<file path="config.mk">
export PLATFORM = sky130hd
export DESIGN_NAME = arm_alu_multiply_execute
export DESIGN_NICKNAME = d
export VERILOG_FILES = /design/src/sv/amex_pkg.sv /design/src/sv/amex_regfile.sv /design/src/sv/amex_alu.sv /design/src/sv/arm_alu_multiply_execute.sv
export SDC_FILE = /design/constraint.sdc
export NUM_CORES = 2
export LEC_CHECK = 0
export ABC_AREA = 1
export BUFFER_PORTS_ARGS = -buffer_cell sky130_fd_sc_hd__buf_2
export CAP_MARGIN = 40
export CORE_MARGIN = 5
export CORE_UTILIZATION = 45
export DETAILED_ROUTE_END_ITERATION = 6
export GPL_ROUTABILITY_DRIVEN = 0
export SETUP_SLACK_MARGIN = 0.5
export SYNTH_ARGS = -nofsm -noshare
export SYNTH_HDL_FRONTEND = slang
export SYNTH_SLANG_ARGS = --single-unit
</file>
<file path="constraint.sdc">
create_clock -name clk -period 8.4 [get_ports clk]
set_clock_uncertainty 0.15 [all_clocks]
set_input_delay 0.42 -clock clk [delete_from_list [all_inputs] [get_ports clk]]
set_output_delay 0.42 -clock clk [all_outputs]
set_load 0.01 [all_outputs]
</file>
<file path="src/sv/amex_pkg.sv">
// amex_pkg: shared types and constants for the execute stage
// condition codes, alu opcodes, flag bit positions, stage and result structs
// no dependencies
`default_nettype none

package amex_pkg;

	localparam int WordW    = 32;
	localparam int RegCount = 16;
	localparam int RegIdxW  = $clog2(RegCount);
	localparam int FlagW    = 4;

	localparam int FLAG_N = 3;
	localparam int FLAG_Z = 2;
	localparam int FLAG_C = 1;
	localparam int FLAG_V = 0;

	localparam logic KIND_DP  = 1'b0;
	localparam logic KIND_MUL = 1'b1;

	localparam logic [3:0] COND_EQ = 4'd0;
	localparam logic [3:0] COND_NE = 4'd1;
	localparam logic [3:0] COND_CS = 4'd2;
	localparam logic [3:0] COND_CC = 4'd3;
	localparam logic [3:0] COND_MI = 4'd4;
	localparam logic [3:0] COND_PL = 4'd5;
	localparam logic [3:0] COND_VS = 4'd6;
	localparam logic [3:0] COND_VC = 4'd7;
	localparam logic [3:0] COND_HI = 4'd8;
	localparam logic [3:0] COND_LS = 4'd9;
	localparam logic [3:0] COND_GE = 4'd10;
	localparam logic [3:0] COND_LT = 4'd11;
	localparam logic [3:0] COND_GT = 4'd12;
	localparam logic [3:0] COND_LE = 4'd13;
	localparam logic [3:0] COND_AL = 4'd14;

	localparam logic [3:0] ALU_AND = 4'd0;
	localparam logic [3:0] ALU_EOR = 4'd1;
	localparam logic [3:0] ALU_SUB = 4'd2;
	localparam logic [3:0] ALU_RSB = 4'd3;
	localparam logic [3:0] ALU_ADD = 4'd4;
	localparam logic [3:0] ALU_TST = 4'd8;
	localparam logic [3:0] ALU_TEQ = 4'd9;
	localparam logic [3:0] ALU_CMP = 4'd10;
	localparam logic [3:0] ALU_ORR = 4'd12;
	localparam logic [3:0] ALU_MOV = 4'd13;

	typedef struct packed {
		logic               kind;
		logic [3:0]         condition;
		logic [3:0]         alu_op;
		logic               update_flags;
		logic [RegIdxW-1:0] target_index;
		logic [WordW-1:0]   second_value;
		logic               shift_carry;
		logic               accumulate_on;
	} stage_t;

	typedef struct packed {
		logic               passed;
		logic               wrote;
		logic [RegIdxW-1:0] written_index;
		logic [WordW-1:0]   written_value;
		logic [FlagW-1:0]   flag_bits;
	} result_t;

	typedef struct packed {
		logic               en;
		logic [RegIdxW-1:0] index;
		logic [WordW-1:0]   value;
	} wr_t;

endpackage

`default_nettype wire

</file>
<file path="src/sv/amex_regfile.sv">
// amex_regfile: 16 x 32 register file, two copies for three read ports
// registered reads with bypass of the write in the same cycle; per-entry valid bits
// depends on amex_pkg
`default_nettype none

module amex_regfile (
	input  wire logic                          clk,
	input  wire logic                          arst_n,
	input  wire amex_pkg::wr_t                 wr,
	input  wire logic                          rd_en,
	input  wire logic [amex_pkg::RegIdxW-1:0]  rd_addr0,
	input  wire logic [amex_pkg::RegIdxW-1:0]  rd_addr1,
	input  wire logic [amex_pkg::RegIdxW-1:0]  rd_addr2,
	output logic      [amex_pkg::WordW-1:0]    rd_data0,
	output logic      [amex_pkg::WordW-1:0]    rd_data1,
	output logic      [amex_pkg::WordW-1:0]    rd_data2
);

	logic [amex_pkg::WordW-1:0]    mem0_q [amex_pkg::RegCount];
	logic [amex_pkg::WordW-1:0]    mem1_q [amex_pkg::RegCount];
	logic [amex_pkg::RegCount-1:0] valid_q;

	logic [amex_pkg::WordW-1:0] raw0_q, raw1_q, raw2_q;
	logic [amex_pkg::WordW-1:0] byp_data_q;
	logic [2:0]                 byp_q;
	logic [2:0]                 vld_q;

	always_ff @(posedge clk) begin
		if (wr.en) begin
			mem0_q[wr.index] <= wr.value;
			mem1_q[wr.index] <= wr.value;
		end
		if (rd_en) begin
			raw0_q     <= mem0_q[rd_addr0];
			raw1_q     <= mem0_q[rd_addr1];
			raw2_q     <= mem1_q[rd_addr2];
			byp_data_q <= wr.value;
		end
	end

	always_ff @(posedge clk or negedge arst_n) begin
		if (!arst_n) begin
			valid_q <= '0;
			byp_q   <= '0;
			vld_q   <= '0;
		end else begin
			if (wr.en) begin
				valid_q[wr.index] <= 1'b1;
			end
			if (rd_en) begin
				byp_q[0] <= wr.en && (wr.index == rd_addr0);
				byp_q[1] <= wr.en && (wr.index == rd_addr1);
				byp_q[2] <= wr.en && (wr.index == rd_addr2);
				vld_q[0] <= valid_q[rd_addr0];
				vld_q[1] <= valid_q[rd_addr1];
				vld_q[2] <= valid_q[rd_addr2];
			end
		end
	end

	// entries never written read as zero
	assign rd_data0 = byp_q[0] ? byp_data_q : (vld_q[0] ? raw0_q : '0);
	assign rd_data1 = byp_q[1] ? byp_data_q : (vld_q[1] ? raw1_q : '0);
	assign rd_data2 = byp_q[2] ? byp_data_q : (vld_q[2] ? raw2_q : '0);

endmodule

`default_nettype wire

</file>
<file path="src/sv/amex_alu.sv">
// amex_alu: condition test, data-processing alu, multiply-accumulate, flag update
// purely combinational; depends on amex_pkg
`default_nettype none

module amex_alu (
	input  wire amex_pkg::stage_t               stage,
	input  wire logic [amex_pkg::WordW-1:0]     op_a,
	input  wire logic [amex_pkg::WordW-1:0]     op_m,
	input  wire logic [amex_pkg::WordW-1:0]     op_addend,
	input  wire logic [amex_pkg::FlagW-1:0]     flags,
	output amex_pkg::result_t                   res
);

	logic [amex_pkg::WordW:0]   sum;
	logic [amex_pkg::WordW:0]   diff_ab;
	logic [amex_pkg::WordW:0]   diff_ba;
	logic [amex_pkg::WordW-1:0] prod;
	logic [amex_pkg::WordW-1:0] mac;
	logic [amex_pkg::WordW-1:0] val;
	logic                       cond_ok;
	logic                       carry;
	logic                       known;
	logic                       writes;
	logic                       fn, fz, fc, fv;

	assign fn = flags[amex_pkg::FLAG_N];
	assign fz = flags[amex_pkg::FLAG_Z];
	assign fc = flags[amex_pkg::FLAG_C];
	assign fv = flags[amex_pkg::FLAG_V];

	assign sum     = {1'b0, op_a} + {1'b0, stage.second_value};
	assign diff_ab = {1'b0, op_a} - {1'b0, stage.second_value};
	assign diff_ba = {1'b0, stage.second_value} - {1'b0, op_a};
	assign prod    = op_a * op_m;
	assign mac     = prod + (stage.accumulate_on ? op_addend : '0);

	always_comb begin
		case (stage.condition)
			amex_pkg::COND_EQ: cond_ok = fz;
			amex_pkg::COND_NE: cond_ok = !fz;
			amex_pkg::COND_CS: cond_ok = fc;
			amex_pkg::COND_CC: cond_ok = !fc;
			amex_pkg::COND_MI: cond_ok = fn;
			amex_pkg::COND_PL: cond_ok = !fn;
			amex_pkg::COND_VS: cond_ok = fv;
			amex_pkg::COND_VC: cond_ok = !fv;
			amex_pkg::COND_HI: cond_ok = fc && !fz;
			amex_pkg::COND_LS: cond_ok = !fc || fz;
			amex_pkg::COND_GE: cond_ok = (fn == fv);
			amex_pkg::COND_LT: cond_ok = (fn != fv);
			amex_pkg::COND_GT: cond_ok = !fz && (fn == fv);
			amex_pkg::COND_LE: cond_ok = fz || (fn != fv);
			amex_pkg::COND_AL: cond_ok = 1'b1;
			default:           cond_ok = 1'b0;
		endcase
	end

	always_comb begin
		val    = '0;
		carry  = stage.shift_carry;
		known  = 1'b1;
		writes = 1'b1;
		case (stage.alu_op)
			amex_pkg::ALU_AND: val = op_a & stage.second_value;
			amex_pkg::ALU_EOR: val = op_a ^ stage.second_value;
			amex_pkg::ALU_SUB: begin
				val   = diff_ab[amex_pkg::WordW-1:0];
				carry = !diff_ab[amex_pkg::WordW];
			end
			amex_pkg::ALU_RSB: begin
				val   = diff_ba[amex_pkg::WordW-1:0];
				carry = !diff_ba[amex_pkg::WordW];
			end
			amex_pkg::ALU_ADD: begin
				val   = sum[amex_pkg::WordW-1:0];
				carry = sum[amex_pkg::WordW];
			end
			amex_pkg::ALU_TST: begin
				val    = op_a & stage.second_value;
				writes = 1'b0;
			end
			amex_pkg::ALU_TEQ: begin
				val    = op_a ^ stage.second_value;
				writes = 1'b0;
			end
			amex_pkg::ALU_CMP: begin
				val    = diff_ab[amex_pkg::WordW-1:0];
				carry  = !diff_ab[amex_pkg::WordW];
				writes = 1'b0;
			end
			amex_pkg::ALU_ORR: val = op_a | stage.second_value;
			amex_pkg::ALU_MOV: val = stage.second_value;
			default: begin
				known  = 1'b0;
				writes = 1'b0;
			end
		endcase
	end

	always_comb begin
		res               = '0;
		res.flag_bits     = flags;
		if (cond_ok) begin
			res.passed = 1'b1;
			if (stage.kind == amex_pkg::KIND_MUL) begin
				res.wrote         = 1'b1;
				res.written_value = mac;
				if (stage.update_flags) begin
					res.flag_bits[amex_pkg::FLAG_N] = mac[amex_pkg::WordW-1];
					res.flag_bits[amex_pkg::FLAG_Z] = (mac == '0);
				end
			end else if (known) begin
				res.wrote         = writes;
				res.written_value = val;
				if (stage.update_flags) begin
					res.flag_bits[amex_pkg::FLAG_N] = val[amex_pkg::WordW-1];
					res.flag_bits[amex_pkg::FLAG_Z] = (val == '0);
					res.flag_bits[amex_pkg::FLAG_C] = carry;
				end
			end
			if (res.wrote) begin
				res.written_index = stage.target_index;
			end
		end
	end

endmodule

`default_nettype wire

</file>
<file path="src/sv/arm_alu_multiply_execute.sv">
// arm_alu_multiply_execute: execute stage for decoded data-processing and multiply words
// input register, register file with bypass, alu and result register
// depends on amex_pkg, amex_regfile, amex_alu
//
// channels: input word on in_valid/in_ready, result word on out_valid/out_ready,
// both accepted when valid and ready are high at a rising edge of clk
// each input word gives exactly one result word, in order
// path: an accepted word waits in the input register until the result register is free,
// then its result is registered in the result register together with out_valid
// throughput: one word per cycle while results are taken; operands are read from
// the register file as a word is accepted, and the destination and the flags are
// written as the result is registered, so the next word always sees the updated state
// stall: when out_ready is low the result holds, one more word waits in the input
// register, and in_ready drops until the result is taken
// reset: arst_n clears the register file (by valid bits), the NZCV flags and both
// valid flags; the block is ready for a word right after reset
`default_nettype none

module arm_alu_multiply_execute (
	input  wire logic        clk,
	input  wire logic        arst_n,

	input  wire logic        in_valid,
	output logic             in_ready,
	input  wire logic        kind,
	input  wire logic [3:0]  condition,
	input  wire logic [3:0]  alu_op,
	input  wire logic        update_flags,
	input  wire logic [3:0]  target_index,
	input  wire logic [3:0]  first_index,
	input  wire logic [31:0] second_value,
	input  wire logic        shift_carry,
	input  wire logic [3:0]  mul_index,
	input  wire logic        accumulate_on,
	input  wire logic [3:0]  addend_index,

	output logic             out_valid,
	input  wire logic        out_ready,
	output logic             passed,
	output logic             wrote,
	output logic [3:0]       written_index,
	output logic [31:0]      written_value,
	output logic [3:0]       flag_bits
);

	amex_pkg::stage_t  stage_s1;
	logic              valid_s1;
	amex_pkg::result_t res;
	amex_pkg::result_t res_q;
	logic              out_valid_q;
	logic [amex_pkg::FlagW-1:0] flags_q;
	amex_pkg::wr_t     wr;
	logic              in_accept;
	logic              advance;
	logic [amex_pkg::WordW-1:0] op_a, op_m, op_addend;

	assign advance   = valid_s1 && (!out_valid_q || out_ready);
	assign in_ready  = !valid_s1 || advance;
	assign in_accept = in_valid && in_ready;

	assign wr.en    = advance && res.wrote;
	assign wr.index = res.written_index;
	assign wr.value = res.written_value;

	amex_regfile u_regfile (
		.clk      (clk),
		.arst_n   (arst_n),
		.wr       (wr),
		.rd_en    (in_accept),
		.rd_addr0 (first_index),
		.rd_addr1 (mul_index),
		.rd_addr2 (addend_index),
		.rd_data0 (op_a),
		.rd_data1 (op_m),
		.rd_data2 (op_addend)
	);

	amex_alu u_alu (
		.stage     (stage_s1),
		.op_a      (op_a),
		.op_m      (op_m),
		.op_addend (op_addend),
		.flags     (flags_q),
		.res       (res)
	);

	always_ff @(posedge clk) begin
		if (in_accept) begin
			stage_s1.kind          <= kind;
			stage_s1.condition     <= condition;
			stage_s1.alu_op        <= alu_op;
			stage_s1.update_flags  <= update_flags;
			stage_s1.target_index  <= target_index;
			stage_s1.second_value  <= second_value;
			stage_s1.shift_carry   <= shift_carry;
			stage_s1.accumulate_on <= accumulate_on;
		end
		if (advance) begin
			res_q <= res;
		end
	end

	always_ff @(posedge clk or negedge arst_n) begin
		if (!arst_n) begin
			valid_s1    <= 1'b0;
			out_valid_q <= 1'b0;
			flags_q     <= '0;
		end else begin
			if (in_accept) begin
				valid_s1 <= 1'b1;
			end else if (advance) begin
				valid_s1 <= 1'b0;
			end
			if (advance) begin
				out_valid_q <= 1'b1;
				flags_q     <= res.flag_bits;
			end else if (out_ready) begin
				out_valid_q <= 1'b0;
			end
		end
	end

	assign out_valid     = out_valid_q;
	assign passed        = res_q.passed;
	assign wrote         = res_q.wrote;
	assign written_index = res_q.written_index;
	assign written_value = res_q.written_value;
	assign flag_bits     = res_q.flag_bits;

	// overflow flag is never touched
	a_v_fixed: assert property (@(posedge clk) disable iff (!arst_n)
		flags_q[amex_pkg::FLAG_V] == 1'b0)
		else $error("overflow flag changed");

	// a held result always reports the live flags
	a_flags_match: assert property (@(posedge clk) disable iff (!arst_n)
		out_valid_q |-> (res_q.flag_bits == flags_q))
		else $error("result flags differ from flag register");

	// a failed condition leaves the flags alone
	a_fail_keeps_flags: assert property (@(posedge clk) disable iff (!arst_n)
		(advance && !res.passed) |=> (flags_q == $past(flags_q)))
		else $error("flags changed on failed condition");

	// no write without a pass
	a_write_needs_pass: assert property (@(posedge clk) disable iff (!arst_n)
		(out_valid_q && !res_q.passed) |-> (!res_q.wrote && (res_q.written_value == '0)))
		else $error("write reported on failed condition");

endmodule

`default_nettype wire

</file>
==> impl_results.md <==
- Status: finished, final reports clean
- Placed Instance Area: 68100 sq um
- Crit. End Element: flop
- Smallest hold slack: 0.0699 ns
- Layout cell share with drive strength beyond 1: 0.126
- Post-Syn Area: 63000 sq um
- Slew headroom: 0.338
- Top cells by area, synth: edfxtp_1 (35%), fa_1 (14%), o21ai_0 (10%), inv_1 (6.0%), nor2_1 (5.7%)
- CTS Sinks: 756
- Vias in the first global route: 57800
- Final Critical Period: 8.35 ns
- Initial Util: 0.452
- Dominant synthesized flop cell: edfxtp_1
- Port buffer count: 106
- Setup CP Type: flop to flop
- Warnings from Yosys: 0
- Via count: 59600
- Pin count of the biggest net entering global routing: 201
- Area delta synth->final: 15.8%
- Initial antenna violation count: 10
- IO Count: 108
- Design area: 73000 sq um
- DRC violations left: 0
- CTS Root Cell: clkbuf_16
- Core area: 139000 sq um
- Worst slack, placed: -0.274 ns
- Arr. time, crit path: 8.66 ns
- Vias per inst: 6.10
- RSZ-0062 raised after global routing: yes
- Worst-Skew Late Latency: 0.73 ns
- Fmax: 120 MHz
- First-pass GRT wire length: 372 mm
- Slew Viols, Final: 0
- Cell variety after synth: 69
- Die Wd: 384 microns
- Hold Path Class: input port to async pin
- CTS buffer count: 87
- RR Endpoint: u_regfile.mem1_q[11][31]
- Routed WL per cell: 26.0 microns
- CP Launch Type: flop
- Most frequent CP cell: fa_1
- Crit path max-delay cell type: fa_2
- All-layer global routing usage: 0.337
- Cells after Synth: 7574
- Post-synth EDFFs: 729
- Final core utilization: 0.524
- Syn_area_per_cell: 8.32 sq um
- Reg2reg setup slack: 0.05 ns
- H-tree levels: 3
- Worst Reg-to-Reg Cells: 35
- Crit-path max cell delay: 0.59 ns
- Iteration count of the initial detailed-routing pass: 7
- Post-synthesis sequential area ratio: 0.358
- Routed WL: 254 mm
- Required time worst endpoint: 8.71 ns
- Clock-pin slew on the worst setup and hold paths: 0.06 ns
- Die area: 148000 sq um
- DIE HEIGHT: 384 microns
- HPWL after DPL: 175 mm
- Maximum Capacitance Violations: 0
- Num rows: 137
- Final Setup Violations: 0
- Synth area leader: edfxtp_1
- Synthesis-stage register bit count: 756
- Nets: 8572
- Tcrit/Tclk final: 0.994
- Crit path from: u_regfile.byp_q[0]
- DRT antenna net count: 0
- Final WS setup: 0.0542 ns
- Share of flip-flops with an asynchronous set or reset: 0.0357
- Number of DRC markers in iteration 0: 8237
- Synth cell count leaders: o21ai_0 (1306), inv_1 (1010), nor2_1 (954), nand2_1 (908), edfxtp_1 (729)
- RR Startpoint: u_regfile.byp_q[0]
- Most frequent cell after synthesis: o21ai_0
- Top-area cell type share of the netlist area: 0.347
- CTS tree: yes
- Final Hold Viols: 0
- CP max FO: 8
- Slew @ Worst Pin: 0.994 ns
- Max Root-Sink Buffers: 3
- Synthesized net count: 8327
- Grt ovf: 0
- Worst Setup EP: u_regfile.mem1_q[11][31]
==> per-stage QoR <==
stage               setup TNS, ns  instances
finish                          0       9773
global placement            -2.00       9472
CTS                             0       9759
floorplan                       0       7574
detailed placement          -5.03       9500
global route                -4.83       9769
==> cells by family after synthesis <==
logic type      count (synthesis)  synth area share
simple gates                 2213             0.143
fa+ha+maj                     689             0.189
buf+inv                      1509            0.0923
flops                         756             0.358
other cells                     1         0.0000595
xor+xnor                       70            0.0102
compound gates               2336             0.207
==> what timing repair did <==
| item | 4_1_cts | 5_1_grt |
|---|---|---|
| gates resized for setup | 164 | 64 |
| pin swaps | 28 | 27 |
| endpoints found under the hold margin | 77 | 0 |
| setup buffers | 36 | 9 |
| endpoints found under the setup margin | 228 | 342 |
| cloned | 8 | 0 |
| hold buffers | 52 | 0 |
==> worst min path at each step <==
stage	slack [ns]	cells after the start	from	end
floorplan	-0.03	0	arst_n	flags_q[1]
global placement	0.32	2	u_regfile.valid_q[10]	u_regfile.valid_q[10]
detailed placement	0.08	1	arst_n	valid_s1
CTS	0.02	3	arst_n	u_regfile.vld_q[1]
global route	0.1	3	arst_n	u_regfile.vld_q[1]
finish	0.07	3	arst_n	u_regfile.vld_q[1]
==> cell type report <==
| class | instances | area (sq um) |
|---|---|---|
| clock buffer | 98 | 2240 |
| fill | 12900 | 66400 |
| inverter | 1042 | 4000 |
| timing repair inverter | 4 | 33.8 |
| sequential | 756 | 22600 |
| multi-input combinational | 5310 | 35500 |
| timing repair buffer | 618 | 5470 |
| clock inverter | 65 | 845 |
| antenna | 4 | 10.0 |
| tap | 1876 | 2350 |
==> cell usage in the layout, fill, tap and decap left out, types with 78 or more instances in the layout <==
| cell | netlist | final |
|---|---|---|
| a21oi_1 | 597 | 577 |
| buf_2 | 22 | 101 |
| buf_4 | 4 | 367 |
| clkbuf_16 | 0 | 88 |
| edfxtp_1 | 729 | 729 |
| fa_1 | 441 | 428 |
| ha_1 | 248 | 235 |
| inv_1 | 1010 | 976 |
| nand2_1 | 908 | 891 |
| nand3_1 | 215 | 209 |
| nor2_1 | 954 | 901 |
| o21ai_0 | 1306 | 1291 |
| o221ai_1 | 177 | 177 |
| o22ai_1 | 78 | 78 |
==> registers in the layout, indices dropped and copies added (netlist names) <==
| name | flops |
|---|---|
| u_regfile.mem1_q | 512 |
| stage_s1 | 48 |
| u_regfile.byp_data_q | 32 |
| u_regfile.raw0_q | 32 |
| u_regfile.raw1_q | 32 |
| u_regfile.raw2_q | 32 |
| written_value | 32 |
| u_regfile.valid_q | 16 |
| written_index | 4 |
| flag_bits | 3 |
| flags_q | 3 |
| u_regfile.byp_q | 3 |
| u_regfile.vld_q | 3 |
| out_valid | 1 |
| passed | 1 |
| valid_s1 | 1 |
| wrote | 1 |
==> worst max-delay path: cells and delay by family (launching register included) <==
family	cells	cell delay (ns)
flops	1	0.42
simple gates	6	0.59
buf+inv	12	1.61
compound gates	8	1.25
fa+ha+maj	9	4.09
==> metal layers <==
metal / track usage / part of all wire / up-vias
met5: 0 / 0.00020 / -
met4: 0.196 / 0.072 / 8
met3: 0.0760 / 0.12 / 871
met2: 0.518 / 0.43 / 4096
met1: 0.438 / 0.37 / 28600
li1: - / - / 26100
Power is not shown: default switching activity piles up to over one toggle a cycle in this logic, so the estimate is an artifact.
